==> src/rtl/core/assert_macros.svh <==
// Assertion macros shared by the RTL of the motion latch fade envelope unit.
// No dependencies; included by the files that carry concurrent assertions.
`ifndef ASSERT_MACROS_SVH
`define ASSERT_MACROS_SVH

// Same-cycle implication, disabled while reset is high.
`define ASSERT_IMPLIES(label, clk, rst, ante, cons, msg) \
   label: assert property (@(posedge clk) disable iff (rst) (ante) |-> (cons)) \
      else $error(msg);

// Next-cycle implication, disabled while reset is high.
`define ASSERT_NEXT(label, clk, rst, ante, cons, msg) \
   label: assert property (@(posedge clk) disable iff (rst) (ante) |=> (cons)) \
      else $error(msg);

`endif

==> src/rtl/core/mlfe_pkg.sv <==
// Package of the motion latch fade envelope unit: widths, register indexes,
// reset values and the status type of the serial divider. No dependencies.
package mlfe_pkg;

   localparam int unsigned TIME_BITS      = 32;
   localparam int unsigned LEVEL_BITS     = 8;
   localparam int unsigned CSR_INDEX_BITS = 2;
   localparam int unsigned CSR_DATA_BITS  = TIME_BITS;
   localparam int unsigned DIV_COUNT_BITS = $clog2(TIME_BITS);

   typedef logic [TIME_BITS-1:0]      time_type;
   typedef logic [LEVEL_BITS-1:0]     level_type;
   typedef logic [CSR_INDEX_BITS-1:0] csr_index_type;

   localparam level_type LEVEL_MAX = {LEVEL_BITS{1'b1}};
   localparam level_type LEVEL_OFF = '0;

   localparam csr_index_type CSR_LATCH_TIME = 2'd0;
   localparam csr_index_type CSR_RISE_TIME  = 2'd1;
   localparam csr_index_type CSR_FALL_TIME  = 2'd2;

   localparam time_type LATCH_TIME_RESET = 32'd5000;
   localparam time_type RISE_TIME_RESET  = 32'd1000;
   localparam time_type FALL_TIME_RESET  = 32'd1000;

   typedef struct packed {
      logic busy;
      logic done;
   } div_status_type;

endpackage

==> src/rtl/core/mlfe_channels.sv <==
// Valid/ready channel interfaces for the request and response transfers.
// Depends on mlfe_pkg for the field types.
interface mlfe_req_if;
   logic               valid;
   logic               ready;
   mlfe_pkg::time_type now_ms;
   logic               motion;

   modport source(output valid, output now_ms, output motion, input ready);
   modport sink(input valid, input now_ms, input motion, output ready);
endinterface

interface mlfe_rsp_if;
   logic                valid;
   logic                ready;
   mlfe_pkg::level_type fade_level;
   logic                latched;

   modport source(output valid, output fade_level, output latched, input ready);
   modport sink(input valid, input fade_level, input latched, output ready);
endinterface

==> src/rtl/core/mlfe_div.sv <==
// Radix-2 restoring divider, one quotient bit per cycle through a shift register.
// Depends on mlfe_pkg; a zero divisor gives a quotient of zero.
module mlfe_div (
   input  logic                       clock,
   input  logic                       reset,
   input  logic                       start,
   input  mlfe_pkg::time_type         dividend,
   input  mlfe_pkg::time_type         divisor,
   output mlfe_pkg::time_type         quotient,
   output mlfe_pkg::div_status_type   status
);

   logic [mlfe_pkg::TIME_BITS-1:0]      rem_ff;
   logic [mlfe_pkg::TIME_BITS-1:0]      quot_ff;
   logic [mlfe_pkg::TIME_BITS-1:0]      dsr_ff;
   logic [mlfe_pkg::DIV_COUNT_BITS-1:0] count_ff;
   logic                                zero_ff;
   logic                                busy_ff;
   logic                                done_ff;

   logic [mlfe_pkg::TIME_BITS:0]   shifted;
   logic [mlfe_pkg::TIME_BITS+1:0] diff;
   logic                           fits;

   assign shifted = {rem_ff, quot_ff[mlfe_pkg::TIME_BITS-1]};
   assign diff    = {1'b0, shifted} - {2'b00, dsr_ff};
   assign fits    = ~diff[mlfe_pkg::TIME_BITS+1];

   always_ff @(posedge clock) begin
      if (start) begin
         rem_ff  <= '0;
         quot_ff <= dividend;
         dsr_ff  <= divisor;
         zero_ff <= (divisor == '0);
      end else if (busy_ff) begin
         rem_ff  <= fits ? diff[mlfe_pkg::TIME_BITS-1:0] : shifted[mlfe_pkg::TIME_BITS-1:0];
         quot_ff <= {quot_ff[mlfe_pkg::TIME_BITS-2:0], fits};
      end
   end

   always_ff @(posedge clock) begin
      if (reset) begin
         busy_ff  <= 1'b0;
         done_ff  <= 1'b0;
         count_ff <= '0;
      end else begin
         done_ff <= 1'b0;
         if (start) begin
            busy_ff  <= 1'b1;
            count_ff <= '0;
         end else if (busy_ff) begin
            count_ff <= count_ff + 1'b1;
            if (count_ff == mlfe_pkg::DIV_COUNT_BITS'(mlfe_pkg::TIME_BITS - 1)) begin
               busy_ff <= 1'b0;
               done_ff <= 1'b1;
            end
         end
      end
   end

   assign quotient    = zero_ff ? '0 : quot_ff;
   assign status.busy = busy_ff;
   assign status.done = done_ff;

endmodule

==> src/rtl/core/motion_latch_fade_envelope_unit.sv <==
// Top level of the motion latch fade envelope unit.
// Depends on mlfe_pkg, mlfe_channels (interfaces), mlfe_div and assert_macros.svh.
//
//   channel   direction   transfer carries
//   req       in          now_ms[31:0], motion
//   rsp       out         fade_level[7:0], latched
//   csr       in          csr_we, csr_index[1:0], csr_wdata[31:0]
//
// An item on a ramp goes through the prepare, classify, load, divide and final
// steps before the next ready; other items skip the load and divide steps.
// Reset is synchronous and restores the register defaults and the envelope state.
// A result waits in the output register; a new item is taken meanwhile, and its
// own result holds in the final step until the output register is free.
`include "assert_macros.svh"

module motion_latch_fade_envelope_unit (
   input  logic                          clock,
   input  logic                          reset,
   mlfe_req_if.sink                      req,
   mlfe_rsp_if.source                    rsp,
   input  logic                          csr_we,
   input  mlfe_pkg::csr_index_type       csr_index,
   input  logic [mlfe_pkg::CSR_DATA_BITS-1:0] csr_wdata
);

   localparam logic [2:0] S_IDLE  = 3'd0;
   localparam logic [2:0] S_PREP  = 3'd1;
   localparam logic [2:0] S_CLASS = 3'd2;
   localparam logic [2:0] S_LOAD  = 3'd3;
   localparam logic [2:0] S_DIV   = 3'd4;
   localparam logic [2:0] S_FIN   = 3'd5;

   localparam logic [1:0] PH_RISE = 2'd0;
   localparam logic [1:0] PH_FALL = 2'd1;
   localparam logic [1:0] PH_MID  = 2'd2;
   localparam logic [1:0] PH_OFF  = 2'd3;

   localparam int unsigned TB = mlfe_pkg::TIME_BITS;
   localparam int unsigned LB = mlfe_pkg::LEVEL_BITS;

   logic [2:0]          state_ff, state_in;
   logic [1:0]          phase_ff, phase_in;
   mlfe_pkg::time_type  latch_ff, rise_ff, fall_ff;
   logic                prev_motion_ff;
   mlfe_pkg::time_type  trigger_ff, trigger_in;
   mlfe_pkg::level_type prev_level_ff;
   mlfe_pkg::time_type  elapsed_ff, elapsed_in;
   logic                clamp_ff, clamp_in;
   mlfe_pkg::time_type  rise_e_ff, rise_e_in;
   mlfe_pkg::time_type  fall_e_ff, fall_e_in;
   mlfe_pkg::time_type  fstart_ff, fstart_in;
   logic                lt_rise_ff, lt_rise_in;
   logic                lt_latch_ff, lt_latch_in;
   mlfe_pkg::time_type  fe_ff, fe_in;
   logic                rsp_valid_ff;
   mlfe_pkg::level_type level_ff, level_in;
   logic                latched_ff;

   logic                    req_fire;
   logic                    slot_free;
   logic                    ge_fstart;
   mlfe_pkg::time_type      span;
   mlfe_pkg::time_type      div_dividend;
   mlfe_pkg::time_type      div_divisor;
   mlfe_pkg::time_type      div_quot;
   mlfe_pkg::div_status_type div_stat;

   assign req.ready = (state_ff == S_IDLE);
   assign req_fire  = req.valid && req.ready;
   assign slot_free = !rsp_valid_ff || rsp.ready;

   // Elapsed time and the ramp clamp are formed in the transfer cycle.
   assign trigger_in = (req.motion && !prev_motion_ff) ? req.now_ms : trigger_ff;
   assign elapsed_in = req.now_ms - trigger_in;
   assign clamp_in   = (rise_ff + fall_ff) > latch_ff;

   assign rise_e_in   = clamp_ff ? {1'b0, latch_ff[TB-1:1]} : rise_ff;
   assign fall_e_in   = clamp_ff ? {1'b0, latch_ff[TB-1:1]} : fall_ff;
   assign fstart_in   = latch_ff - fall_e_in;
   assign lt_rise_in  = elapsed_ff < rise_e_in;
   assign lt_latch_in = elapsed_ff < latch_ff;

   assign ge_fstart = elapsed_ff >= fstart_ff;
   assign fe_in     = elapsed_ff - fstart_ff;

   always_comb begin
      if (lt_rise_ff) begin
         phase_in = PH_RISE;
      end else if (ge_fstart && lt_latch_ff) begin
         phase_in = PH_FALL;
      end else if (!ge_fstart) begin
         phase_in = PH_MID;
      end else begin
         phase_in = PH_OFF;
      end
   end

   // Multiplying by 255 is a shift by eight less the value itself.
   assign span         = (phase_ff == PH_RISE) ? elapsed_ff : fe_ff;
   assign div_dividend = {span[TB-LB-1:0], LB'(0)} - span;
   assign div_divisor  = (phase_ff == PH_RISE) ? rise_e_ff : fall_e_ff;

   mlfe_div u_div (
      .clock    (clock),
      .reset    (reset),
      .start    (state_ff == S_LOAD),
      .dividend (div_dividend),
      .divisor  (div_divisor),
      .quotient (div_quot),
      .status   (div_stat)
   );

   always_comb begin
      case (phase_ff)
         PH_RISE: begin
            level_in = (div_quot > {{(TB-LB){1'b0}}, prev_level_ff}) ?
                       div_quot[LB-1:0] : prev_level_ff;
         end
         PH_FALL: begin
            level_in = mlfe_pkg::LEVEL_MAX - div_quot[LB-1:0];
         end
         PH_MID: begin
            level_in = mlfe_pkg::LEVEL_MAX;
         end
         default: begin
            level_in = mlfe_pkg::LEVEL_OFF;
         end
      endcase
   end

   always_comb begin
      state_in = state_ff;
      case (state_ff)
         S_IDLE: begin
            if (req_fire) begin
               state_in = S_PREP;
            end
         end
         S_PREP: begin
            state_in = S_CLASS;
         end
         S_CLASS: begin
            state_in = (phase_in == PH_RISE || phase_in == PH_FALL) ? S_LOAD : S_FIN;
         end
         S_LOAD: begin
            state_in = S_DIV;
         end
         S_DIV: begin
            if (div_stat.done) begin
               state_in = S_FIN;
            end
         end
         S_FIN: begin
            if (slot_free) begin
               state_in = S_IDLE;
            end
         end
         default: begin
            state_in = S_IDLE;
         end
      endcase
   end

   always_ff @(posedge clock) begin
      if (reset) begin
         state_ff       <= S_IDLE;
         latch_ff       <= mlfe_pkg::LATCH_TIME_RESET;
         rise_ff        <= mlfe_pkg::RISE_TIME_RESET;
         fall_ff        <= mlfe_pkg::FALL_TIME_RESET;
         prev_motion_ff <= 1'b0;
         trigger_ff     <= '0;
         prev_level_ff  <= '0;
         rsp_valid_ff   <= 1'b0;
      end else begin
         state_ff <= state_in;
         if (csr_we) begin
            case (csr_index)
               mlfe_pkg::CSR_LATCH_TIME: latch_ff <= csr_wdata;
               mlfe_pkg::CSR_RISE_TIME:  rise_ff  <= csr_wdata;
               mlfe_pkg::CSR_FALL_TIME:  fall_ff  <= csr_wdata;
               default: begin
               end
            endcase
         end
         if (req_fire) begin
            prev_motion_ff <= req.motion;
            trigger_ff     <= trigger_in;
         end
         if (state_ff == S_FIN && slot_free) begin
            prev_level_ff <= level_in;
            rsp_valid_ff  <= 1'b1;
         end else if (rsp.ready) begin
            rsp_valid_ff <= 1'b0;
         end
      end
   end

   always_ff @(posedge clock) begin
      if (req_fire) begin
         elapsed_ff <= elapsed_in;
         clamp_ff   <= clamp_in;
      end
      if (state_ff == S_PREP) begin
         rise_e_ff   <= rise_e_in;
         fall_e_ff   <= fall_e_in;
         fstart_ff   <= fstart_in;
         lt_rise_ff  <= lt_rise_in;
         lt_latch_ff <= lt_latch_in;
      end
      if (state_ff == S_CLASS) begin
         phase_ff <= phase_in;
         fe_ff    <= fe_in;
      end
      if (state_ff == S_FIN && slot_free) begin
         level_ff   <= level_in;
         latched_ff <= lt_latch_ff;
      end
   end

   assign rsp.valid      = rsp_valid_ff;
   assign rsp.fade_level = level_ff;
   assign rsp.latched    = latched_ff;

   `ASSERT_IMPLIES(a_ramp_quotient, clock, reset, state_ff == S_FIN && (phase_ff == PH_RISE || phase_ff == PH_FALL), div_quot < TB'(mlfe_pkg::LEVEL_MAX), "ramp quotient reached full scale")
   `ASSERT_IMPLIES(a_div_done_state, clock, reset, div_stat.done, state_ff == S_DIV, "divider finished outside the divide step")
   `ASSERT_NEXT(a_div_starts, clock, reset, state_ff == S_LOAD, div_stat.busy, "divider did not start after load")
   `ASSERT_IMPLIES(a_result_source, clock, reset, $rose(rsp_valid_ff), $past(state_ff) == S_FIN, "result raised outside the final step")

endmodule

==> src/flat_wrapper.sv <==
// flat-port wrapper written by rule: the top's interface ports become plain ports
module motion_latch_fade_envelope_unit_flat 
  (clock, reset, csr_we, csr_index, csr_wdata, req_valid, req_now_ms, req_motion, req_ready, rsp_valid, rsp_fade_level, rsp_latched, rsp_ready);
  mlfe_req_if req_i ();
  mlfe_rsp_if rsp_i ();
  input  logic clock;
  input  logic reset;
  input  logic csr_we;
  input  mlfe_pkg::csr_index_type csr_index;
  input  logic [mlfe_pkg::CSR_DATA_BITS-1:0] csr_wdata;
  input wire logic [$bits(req_i.valid)-1:0] req_valid;
  input wire logic [$bits(req_i.now_ms)-1:0] req_now_ms;
  input wire logic [$bits(req_i.motion)-1:0] req_motion;
  output wire logic [$bits(req_i.ready)-1:0] req_ready;
  output wire logic [$bits(rsp_i.valid)-1:0] rsp_valid;
  output wire logic [$bits(rsp_i.fade_level)-1:0] rsp_fade_level;
  output wire logic [$bits(rsp_i.latched)-1:0] rsp_latched;
  input wire logic [$bits(rsp_i.ready)-1:0] rsp_ready;
  assign req_i.valid = req_valid;
  assign req_i.now_ms = req_now_ms;
  assign req_i.motion = req_motion;
  assign req_ready = req_i.ready;
  assign rsp_valid = rsp_i.valid;
  assign rsp_fade_level = rsp_i.fade_level;
  assign rsp_latched = rsp_i.latched;
  assign rsp_i.ready = rsp_ready;
  motion_latch_fade_envelope_unit u_core (.clock(clock), .reset(reset), .req(req_i), .rsp(rsp_i), .csr_we(csr_we), .csr_index(csr_index), .csr_wdata(csr_wdata));
endmodule
==> config.mk <==
export PLATFORM = sky130hd
export DESIGN_NAME = motion_latch_fade_envelope_unit_flat
export DESIGN_NICKNAME = d
export VERILOG_FILES = /design/src/rtl/core/mlfe_pkg.sv /design/src/rtl/core/mlfe_channels.sv /design/src/rtl/core/mlfe_div.sv /design/src/rtl/core/motion_latch_fade_envelope_unit.sv /design/src/flat_wrapper.sv
export VERILOG_INCLUDE_DIRS = /design/src /design/src/rtl/core
export SDC_FILE = /design/constraint.sdc
export NUM_CORES = 1
export LEC_CHECK = 0
export BUFFER_PORTS_ARGS = -buffer_cell sky130_fd_sc_hd__buf_2
export CELL_PAD_IN_SITES_DETAIL_PLACEMENT = 1
export CELL_PAD_IN_SITES_GLOBAL_PLACEMENT = 1
export CORE_MARGIN = 8
export CORE_UTILIZATION = 48
export CTS_CLUSTER_SIZE = 12
export DETAILED_ROUTE_END_ITERATION = 10
export GPL_TIMING_DRIVEN = 0
export PLACE_DENSITY_LB_ADDON = 0.1
export RECOVER_POWER = 50
export SLEW_MARGIN = 0
export SYNTH_ARGS = -nofsm -noshare
export SYNTH_HDL_FRONTEND = slang
export SYNTH_SLANG_ARGS = --single-unit
==> constraint.sdc <==
create_clock -name clock -period 6.75 [get_ports clock]
set_input_delay 1.6875 -clock clock [delete_from_list [all_inputs] [get_ports clock]]
set_output_delay 1.6875 -clock clock [all_outputs]
set_load 0.05 [all_outputs]
==> results of run 1 <==
==> per-layer routing <==
layer	wire length [um]	up-vias
li1	-	11318
met1	39200	11409
met2	42800	477
met3	3980	197
met4	3850	12
met5	74	-
==> per-stage QoR <==
stage / util, % / total power [uW] / std cells / TNS, ns
2_1_floorplan: - / 5940 / 3104 / 0
3_3_place_gp: 50.9 / 6810 / 3950 / -50.56
3_5_place_dp: 51.1 / 6990 / 3956 / 0
4_1_cts: 54.1 / 9910 / 4049 / 0
5_1_grt: 54.0 / 10400 / 4050 / 0
6_report: 54.0 / 9870 / 4052 / 0
==> state kept, by name, summed over array words and instances (netlist names), 2 cells and up <==
| name | cells |
|---|---|
| u_core.trigger_ff | 32 |
| u_core.elapsed_ff | 32 |
| u_core.state_ff | 3 |
| u_core.fe_ff | 32 |
| u_core.rise_e_ff | 32 |
| u_core.u_div.dsr_ff | 32 |
| u_core.u_div.rem_ff | 32 |
| u_core.u_div.quot_ff | 32 |
| u_core.phase_ff | 2 |
| u_core.u_div.count_ff | 5 |
| u_core.fall_ff | 32 |
| u_core.latch_ff | 32 |
| u_core.fall_e_ff | 32 |
| u_core.rsp.fade_level | 8 |
| u_core.rise_ff | 32 |
| u_core.prev_level_ff | 8 |
| u_core.fstart_ff | 32 |
==> power by group through the flow <==
| stage | Combinational, uW | Sequential [uW] | Clock, uW |
|---|---|---|---|
| 2_1_floorplan | 2660 | 3280 | 0 |
| 3_3_place_gp | 3390 | 3420 | 0 |
| 3_5_place_dp | 3560 | 3420 | 0 |
| 4_1_cts | 3610 | 3370 | 2930 |
| 5_1_grt | 3980 | 3400 | 3020 |
| 6_report | 3600 | 3380 | 2890 |
==> worst max-delay path by stage <==
stage / cells past startpoint / endpoint / from / slack [ns]
2_1_floorplan: 3 / u_core.fall_e_ff[0] / u_core.state_ff[0] / 1.08
3_3_place_gp: 3 / u_core.rise_e_ff[24] / u_core.state_ff[0] / -0.53
3_5_place_dp: 17 / u_core.elapsed_ff[30] / req_motion / 0.19
4_1_cts: 20 / u_core.clamp_ff / u_core.fall_ff[1] / 0.19
5_1_grt: 20 / u_core.clamp_ff / u_core.fall_ff[1] / 0.003
6_report: 20 / u_core.clamp_ff / u_core.fall_ff[1] / 0.17
==> worst register-to-register path: cells and delay by family, from the launching register on <==
family                   cells  cell delay (ns)
AND/OR/NAND/NOR              3             0.96
AO/OA/AOI/OAI               14             4.44
flip-flops                   1             0.33
adder cells (fa/ha/maj)      2             0.60
XOR/XNOR                     1             0.09
==> layout make-up <==
type                    instances  area, um^2  area share (%)
multi-input cells            2274       15700            50.4
flip-flops and latches        419       10800            34.6
clock buffers                  59        1330            4.26
inverters                     310        1160            3.74
well taps                     765         957            3.07
repair buffers                 87         432            1.39
clock inverters                34         400            1.29
plain buffers                 101         384            1.23
diodes                          3        7.51          0.0241
==> placed cells by master (no fill, tap or decap), types with 107 or more instances in the layout <==
cell type                  synthesis  layout
sky130_fd_sc_hd__ha_1            285     285
sky130_fd_sc_hd__nor2_1          199     199
sky130_fd_sc_hd__o21a_1          115     115
sky130_fd_sc_hd__nand2_1         306     306
sky130_fd_sc_hd__a21oi_1         305     305
sky130_fd_sc_hd__clkbuf_1         88     115
sky130_fd_sc_hd__edfxtp_1        239     239
sky130_fd_sc_hd__xnor2_1         107     107
sky130_fd_sc_hd__o21ai_0         171     171
sky130_fd_sc_hd__inv_1           310     310
sky130_fd_sc_hd__dfxtp_1         180     180
==> kinds of logic (layout without fill, tap and decap cells) <==
| logic type | count (synthesis) | after routing |
|---|---|---|
| AO/OA/AOI/OAI | 898 | 898 |
| XOR/XNOR | 162 | 162 |
| adder cells (fa/ha/maj) | 290 | 290 |
| buffers and inverters | 411 | 591 |
| flip-flops | 419 | 419 |
| multiplexers | 112 | 112 |
| other | 0 | 3 |
| AND/OR/NAND/NOR | 812 | 812 |
==> results.md, run 1 <==
Run status:
- The run finished, with violations left.
- The checks that failed: capacitance limit, slew limit.

Setup path:
- On the critical path the largest part of the delay comes from compound AO/OA/AOI/OAI gates.
- The category of the worst setup path capture point is a flip-flop.
- The worst path required time is 7.19 ns.
- For this design, the slowest cell found on the critical path is sky130_fd_sc_hd__a2111oi_0.
- The endpoint identified for the worst register-to-register timing path is u_core.clamp_ff.
- The worst path arrival time is 7.02 ns.
- The buffers plus inverters on the worst setup path is 0.
- By startpoint and endpoint, the worst setup path is classified as flip-flop to flip-flop.
- The nature of the critical path startpoint is a flip-flop.
- In this run the critical register-to-register path is launched from u_core.fall_ff[1].
- The maximum fanout count along the critical path is 5.
- Counting cells, the worst reg-to-reg path comes to 20.
- The most numerous cell type found on the critical path is sky130_fd_sc_hd__a21oi_1.
- The register-to-register setup slack is 0.17 ns.
- The delay of the slowest cell on the worst path is 0.99 ns.
- The critical path goes through ha_1 > a21o_1 > a21oi_1 > o21bai_1 > a21oi_1 > a21oi_1 > a2111oi_0 > o31ai_1 > a31oi_1 > o21ai_0 > a21oi_1 > xnor2_1 > ha_1 > nand4_1 > or2_2 > nor3_1 > o21ai_0 > a31oi_1 > a2111oi_0 > a31oi_1.

Placement:
- Before CTS, the worst setup slack after placement is 0.186 ns.
- The half-perimeter wire length after placement is 71600 um.
- The number of port buffers is 81.
- Once placement finished, the instance area stood at 29500 um^2.
- The weighted congestion at the end of routability-driven global placement is 0.916.

Synthesis:
- After synthesis, the cell types taking the most area are sky130_fd_sc_hd__edfxtp_1 (26%), sky130_fd_sc_hd__dfxtp_1 (13%), sky130_fd_sc_hd__ha_1 (13%).
- The share of Yosys cell area claimed by the top area cell type is 25.6%.
- Summing the areas of all fa, ha and maj instances in the mapped netlist gives 13.1% of the synthesized area.
- Summing the areas of all and, or, nand and nor instances in the mapped netlist gives 13.5% of the synthesized area.
- The share of synthesized flip-flops with an asynchronous set or reset is 0%.
- The main combinational cell family by area after synthesis is compound AO/OA/AOI/OAI gates.
- The biggest area contributor in the post-synthesis netlist is sky130_fd_sc_hd__edfxtp_1.
- The proportion of synthesized chip area in sequential cells is 38.5%.
- The number of nets in the synthesized netlist is 3466.
- The most used standard cell by instance count after synthesis is sky130_fd_sc_hd__inv_1.
- After synthesis, the share of cell area in mux cells is 4.17%.
- After synthesis the netlist holds a flip-flop and latch count of 419.
- By count the netlist is led by sky130_fd_sc_hd__inv_1 (310), sky130_fd_sc_hd__nand2_1 (306), sky130_fd_sc_hd__a21oi_1 (305), sky130_fd_sc_hd__ha_1 (285), sky130_fd_sc_hd__edfxtp_1 (239).
- Yosys printed 0 warnings.
- Counting distinct cell types in the post-synthesis netlist gives 70.
- After synthesis, the mean cell area works out to 9.02 um^2.
- The mapped netlist covers 28000 um^2.
- The synthesized netlist devotes 20.1% of its cell area to compound gates.
- The number of cells produced by synthesis is 3104.
- Summing the areas of all xor and xnor instances in the mapped netlist gives 5.07% of the synthesized area.
- The most used flip-flop cell after synthesis is sky130_fd_sc_hd__edfxtp_1.
- The number of enable flip-flop cells after synthesis is 239.

Finish:
- The count of fill cells added during filler insertion is 6747.
- The final net count is 3605.
- Relative to the synthesized area, the layout overhead comes to 11.2%.
- After routing the design area is 31100 um^2.
- Of the cells placed in the final design, the portion with a size suffix greater than 1 is 5.66%.

Timing:
- The achievable frequency is 0.152 GHz.
- The count of final hold-check violations is 0.
- Setup slack closes at 0.170 ns.
- The final count of pins violating max slew is 95.
- Dividing the final minimum period by the clock period gives 97.5%.
- For the pin with the worst max-slew slack, the measured transition is 2.52 ns.
- The worst pin sits at a relative slew slack of -68.1%.
- The clock period could shrink to 6.58 ns.
- Setup repair after global routing left no endpoint under its margin.
- Setup violations remaining at the end of the flow were counted as 0.
- The worst clock skew on the final layout is 0.0321 ns.
- The worst-case hold slack is 0.479 ns.

GRT:
- Across every metal layer, demand over resource in global routing totals 26.2%.
- The via count of the first global-routing pass is 25.0k.
- The global-route met2 utilization is 45.5%.
- The initial antenna violation count came to 10.
- The first-pass GRT wire length is 139000 um.
- In the global route stage, met3 resource usage came out at 4.09%.
- Global routing used 32.4% of the available met1 tracks.
- The maximum number of pins on one net before global-route repair is 39.
- The remaining global-route overflow is 0.
- The layer flagged by global routing as most heavily used is met2.

Clock network:
- The worst-skew pair later-pin latency is 0.61 ns.
- The number of buffers on the longest clock path is 3.
- The cell chosen for the clock root is sky130_fd_sc_hd__clkbuf_16.
- The number of setup buffers added after CTS is 0.
- The TritonCTS buffer count is 50.
- The clock transition at the register clock pins on the worst setup and hold paths after CTS is 0.06 ns.
- The TritonCTS clock tree is done.
- The quantity of gates resized following cts is 0.
- The clock net in this run drives a total of 419 sinks.
- In this run, post-CTS hold repair placed 0 buffers.
- The number of H-tree levels is 2.

Pwr:
- The leakage power summed over all cells is 0.0131 uW.
- The combinational cell fraction of total power is 36.5%.
- The sequential share of power is 34.2%.
- In this run switching power makes up 36.3% of total power.
- For this design the ratio of total power to cell area is 317 nW/um^2.
- Of the total power, the clock network draws 29.3%.
- For this design the total switching power over the nets is 3580 uW.
- The largest voltage drop on the vdd net is 308 uV.
- The internal power component is 6290 uW.

Min path:
- The worst hold path depth is 2.
- For hold timing, the worst endpoint is u_core.trigger_ff[31].
- The startpoint of the most critical hold path is u_core.trigger_ff[31].
- The path class of the lowest-slack min-delay path is flip-flop to flip-flop.

Floorplan:
- The floorplan step defined a core boundary enclosing 57700 um^2.
- The die area is 66300 um^2.
- After floorplanning, the core was divided into 88 placement rows.
- The number of I/O pins is 83.
- From bottom edge to top edge, the die measures 258 um.
- The starting utilization of the core area is 48.5%.
- The die is 258 um wide.

Route:
- In this run the remaining antenna-violating nets after routing total 0.
- For this block, the initial DRC count from the detailed router was 1336.
- The via count is 23.4k.
- After detailed routing, the total wire length is 89900 um.
- In the final routed layout, each cell accounts on average for 22.2 um.
- The first detailed-routing pass ran for 5 iterations.
- After detailed routing, the number of remaining DRC violations is 0.
- Dividing the detail-routed via count by the number of cells gives 5.78.

Run:
- Across the run, the number of max-cap violations was 5.
No activity file was read; power rests on OpenSTA's default activity.
==> inputs of run 2 (changes only) <==
- ABC_AREA: not set -> 1
- CORE_MARGIN: 8 -> 5
==> run 2 against run 1 <==
Effect of this change:
- the run still ends with capacitance limit, slew limit left
- via count grew 20%
- sequential cell count did not move
- final cell count rose by 24%
- register-to-register slack better by 1.6 ns
- combinational power grew 57%
- synthesized area rose by 6.7%
==> results.md, run 2 <==
Synthesis:
- The number of warnings reported in the yosys synthesis log was 0 (unchanged).
- The most common cell in the synthesized netlist is sky130_fd_sc_hd__nand2_1.
- The area of the mapped netlist is 29900 um^2 (+6.7%).
- The most used flip-flop cell after synthesis is sky130_fd_sc_hd__edfxtp_1.
- The share of Yosys cell area claimed by the top area cell type is 24.0% (-1.6 points).
- The unique cell type count in the Yosys netlist is 53 (-24%).
- The number of enable flip-flop cells after synthesis is 239 (unchanged).
- The proportion of synthesized chip area in sequential cells was 36.1% (-2.4 points).
- The number of nets in the synthesized netlist came to 4343 (+25%).
- sky130_fd_sc_hd__edfxtp_1 takes more of the synthesized area than any other cell.
- The share of synthesized flip-flops with an asynchronous set or reset is 0% (unchanged).
- The post-synthesis sequential element count is 419 (unchanged).
- The average cell area after synthesis is 7.51 um^2 (-17%).
- Sorting the synthesized cells by how often they occur yields sky130_fd_sc_hd__nand2_1 (921), sky130_fd_sc_hd__inv_1 (601), sky130_fd_sc_hd__a21oi_1 (422), sky130_fd_sc_hd__ha_1 (285), sky130_fd_sc_hd__nor2_1 (285).
- By area the synthesized netlist is led by sky130_fd_sc_hd__edfxtp_1 (24%), sky130_fd_sc_hd__dfxtp_1 (12%), sky130_fd_sc_hd__ha_1 (12%).
- The number of cells produced by synthesis is 3981 (+28%).

Setup path:
- The register-to-register setup slack came to 1.73 ns (+1.55 ns).
- The worst register-to-register path begins at u_core.phase_ff[1].
- The worst setup path is launched from a flip-flop.
- The worst path required time was 7.09 ns (-0.10 ns).
- The length in cells of the worst reg-to-reg path is 15 (-25%).
- STA classifies the critical path endpoint as a flip-flop.
- By startpoint and endpoint, the worst setup path is classified as flip-flop to flip-flop.
- In this run the critical register-to-register path is captured at u_core.u_div.quot_ff[24].
- The maximum fanout count along the critical path was 10 (+5).
- The worst path arrival time came to 5.37 ns (-1.65 ns).

Finish:
- The share of post-route cells with drive strength above 1 was 4.63% (-1.0 points).
- The count of fill cells added during filler insertion is 7932 (+18%).
- The top cell types in the final layout, fill and taps aside, are sky130_fd_sc_hd__nand2_1 (922), sky130_fd_sc_hd__inv_1 (603), sky130_fd_sc_hd__a21oi_1 (422), sky130_fd_sc_hd__nor2_1 (287), sky130_fd_sc_hd__ha_1 (285).
- The area growth from synthesis to layout is 10.5%.
- The final net count was 4487 (+24%).
- The commonest non-fill, non-tap cell in the layout is sky130_fd_sc_hd__nand2_1.
- The final instance area is 33000 um^2 (+6.1%).

Route:
- The number of DRC markers after the initial detailed-route iteration is 2046 (+53%).
- The routed wire length is 109000 um (+21%).
- The antenna violation net count after detailed routing was 0 (unchanged).
- The mean routed wirelength per cell came to 21.8 um (-1.9%).
- The via count is 28.1k (+20%).
- The met2 wire length is 49800 um (+16%).
- The routed wire length on met3 was 5140 um (+29%).
- The count of TritonRoute iterations in the first routing pass is 5 (unchanged).
- The routed length on met1 is 48800 um (+25%).
- The count of unresolved DRC violations after routing is 0 (unchanged).
- The number of vias per cell after detailed routing is 5.61 (-3.0%).
- The uppermost layer routed is met4.

Clock network:
- The TritonCTS buffer count was 51 (+2.0%).
- The cell chosen for the clock root is sky130_fd_sc_hd__clkbuf_16.
- The TritonCTS clock tree is done.
- The post-CTS setup-driven buffer insertion count is 0 (unchanged).
- The number of H-tree levels was 2 (unchanged).
- The number of buffers inserted for hold repair after clock tree synthesis came to 0 (unchanged).
- The clock sink count is 419 (unchanged).
- The quantity of gates resized following cts is 0 (unchanged).
- The clock transition at the register clock pins on the worst setup and hold paths after CTS is 0.06 ns (about the same).
- The worst-skew pair later-pin latency is 0.62 ns (about the same).
- The number of buffers on the longest clock path is 3 (unchanged).

Placement:
- The weighted congestion at the end of routability-driven global placement is 0.994 (+8.5%).
- The placement-stage cell area is 31600 um^2 (+7.0%).
- The number of port buffers was 81 (unchanged).
- The half-perimeter wire length after placement is 88700 um (+24%).

Pwr:
- The switching portion of total power is 44.1% (+7.7 points).
- The clock power share was 22.6% (-6.7 points).
- The power dissipated by switching net loads was 5430 uW (+51%).
- The internal power component is 6890 uW (+9.6%).
- The power per unit of standard cell area is 373 nW/um^2 (+18%).
- The combinational cell fraction of total power is 45.8% (+9.3 points).
- The total power of the final layout came to 12300 uW (+25%).
- The sequential share of power came to 31.6% (-2.6 points).
- The largest voltage drop on the vdd net was 223 uV (-28%).
- The leakage power summed over all cells is 0.0155 uW (+18%).

GRT:
- The initial antenna violation count is 0 (-10).
- The via count of the first global-routing pass was 28.6k (+15%).
- The maximum number of pins on one net before global-route repair is 39 (unchanged).
- The first-pass GRT wire length is 166000 um (+19%).
- The overall track demand over capacity in global routing is 31.6% (+5.4 points).
- The remaining global-route overflow is 0 (unchanged).

Timing:
- The transition time at the pin with the least slew margin was 1.99 ns (-0.529 ns).
- The post-layout minimum cycle time is 5.02 ns (-1.55 ns).
- The max-slew headroom at the worst pin is -32.5% (+36 points).
- The achievable frequency is 0.199 GHz (+31%).
- The final cycle utilization of the critical path is 74.4% (-23 points).
- The worst clock skew on the final layout is 0.0231 ns (-0.00899 ns).
- Setup repair after global routing left no endpoint under its margin.
- The count of final hold-check violations is 0 (unchanged).
- The final count of pins violating max slew is 36 (-62%).
- The final count of negative-setup-slack endpoints was 0 (unchanged).
- The setup total negative slack is 0 ns (unchanged).

Floorplan:
- The placeable core region came to 61700 um^2 (+7.0%).
- The number of core rows came to 91 (+3.4%).
- The starting utilization of the core area is 48.4% (-0.10 points).
- The height of the chip is 260 um (+0.78%).
- The number of I/O pins is 83 (unchanged).
- The die area was 67400 um^2 (+1.6%).
- The width of the chip is 260 um (+0.78%).

Run status:
- The run finished, with violations left.
- The final reports fail on capacitance limit, slew limit.

Min path:
- For hold timing, the worst endpoint is u_core.trigger_ff[15].
- The worst hold path depth was 2 (unchanged).
- The path class of the lowest-slack min-delay path is flip-flop to flip-flop.
- The startpoint identified for the worst hold timing path is u_core.trigger_ff[15].

Run:
- The reported max-cap violation count is 1 (-4).
-- run 2: cell count changes after synthesis, sizes merged, moves of 55 or more --
cell,delta
nand3,+123
a21o,-71
o21ai,+114
inv,+295
nand2,+620
nor2,+89
a211oi,-55
a21oi,+116
mux2i,-65
o21a,-106
-- run 2: worst max-delay path: stages (launching register included) --
cell and delay (ns):
sky130_fd_sc_hd__edfxtp_1 0.55, sky130_fd_sc_hd__nor2_1 0.47, sky130_fd_sc_hd__clkbuf_1 0.42, sky130_fd_sc_hd__clkbuf_1 0.72, sky130_fd_sc_hd__clkbuf_1 0.53, sky130_fd_sc_hd__o21ai_0 0.24
sky130_fd_sc_hd__ha_1 0.39, sky130_fd_sc_hd__inv_1 0.11, sky130_fd_sc_hd__o21ai_0 0.20, sky130_fd_sc_hd__a21oi_1 0.32, sky130_fd_sc_hd__o21ai_0 0.13, sky130_fd_sc_hd__a21oi_1 0.14
sky130_fd_sc_hd__nand2_1 0.10, sky130_fd_sc_hd__or2_2 0.28, sky130_fd_sc_hd__nand3_1 0.06, sky130_fd_sc_hd__o21ai_0 0.07
-- run 2: kinds of logic (layout without fill, tap and decap cells) --
logic type | Yosys count | after routing | synth area share, %
AOI/OAI and AO/OA | 875 | 875 | 16.2
xor gates and xnor gates | 149 | 149 | 4.37
adders and majority gates | 290 | 290 | 12.3
buffers and inverters | 698 | 884 | 8.86
DFF | 419 | 419 | 36.1
muxes | 39 | 39 | 1.43
other | 0 | 2 | 0
and+or+nand+nor | 1511 | 1511 | 20.8
-- run 2: power groups by stage --
stage          combinational (uW)  sequential, uW  clock, uW
3_5_place_dp                 5590            3920          0
2_1_floorplan                3970            3640          0
5_1_grt                      6270            3910       2940
6_report                     5650            3890       2780
4_1_cts                      5650            3870       2820
3_3_place_gp                 5370            3920          0
-- run 2: per-stage QoR --
step           std cells  setup WS (ns)  hold WS, ns  util, %
6_report            5006           1.73        0.445     53.5
3_5_place_dp        4909           1.55        0.441     51.1
2_1_floorplan       3981           1.94        0.427        -
3_3_place_gp        4899          0.574        0.437     50.8
4_1_cts             5004           2.18        0.449     53.8
5_1_grt             5004           1.43        0.471     53.5
-- run 2: per-layer routing --
| metal | global-route usage, % | vias up |
|---|---|---|
| met5 | 0 | - |
| met4 | 13.4 | 0 |
| met3 | 3.78 | 192 |
| met2 | 52.2 | 685 |
| met1 | 42.2 | 13558 |
| li1 | - | 13633 |
-- run 2: area by class of cell --
cell class                 count  area (um^2)  area share, %
antenna                        2         5.00         0.0152
buffer                        90          354           1.07
clock buffer                  73         1430           4.33
clock inverter                22          240          0.727
inverter                     608         2280           6.91
multi-input combinational   2864        16400           49.8
sequential                   419        10800           32.6
tap                          837         1050           3.17
timing repair buffer          91          454           1.37
-- run 2: how the worst max path moves through the flow --
stage / start / end / slack, ns
final: u_core.phase_ff[1] / u_core.u_div.quot_ff[24] / 1.73
after global routing: u_core.phase_ff[1] / u_core.u_div.quot_ff[24] / 1.43
after CTS: req_motion / u_core.elapsed_ff[19] / 2.18
after detailed placement: req_motion / u_core.elapsed_ff[19] / 1.55
after global placement: u_core.state_ff[2] / u_core.rise_e_ff[8] / 0.57
after floorplan: u_core.state_ff[2] / u_core.fall_e_ff[0] / 1.94
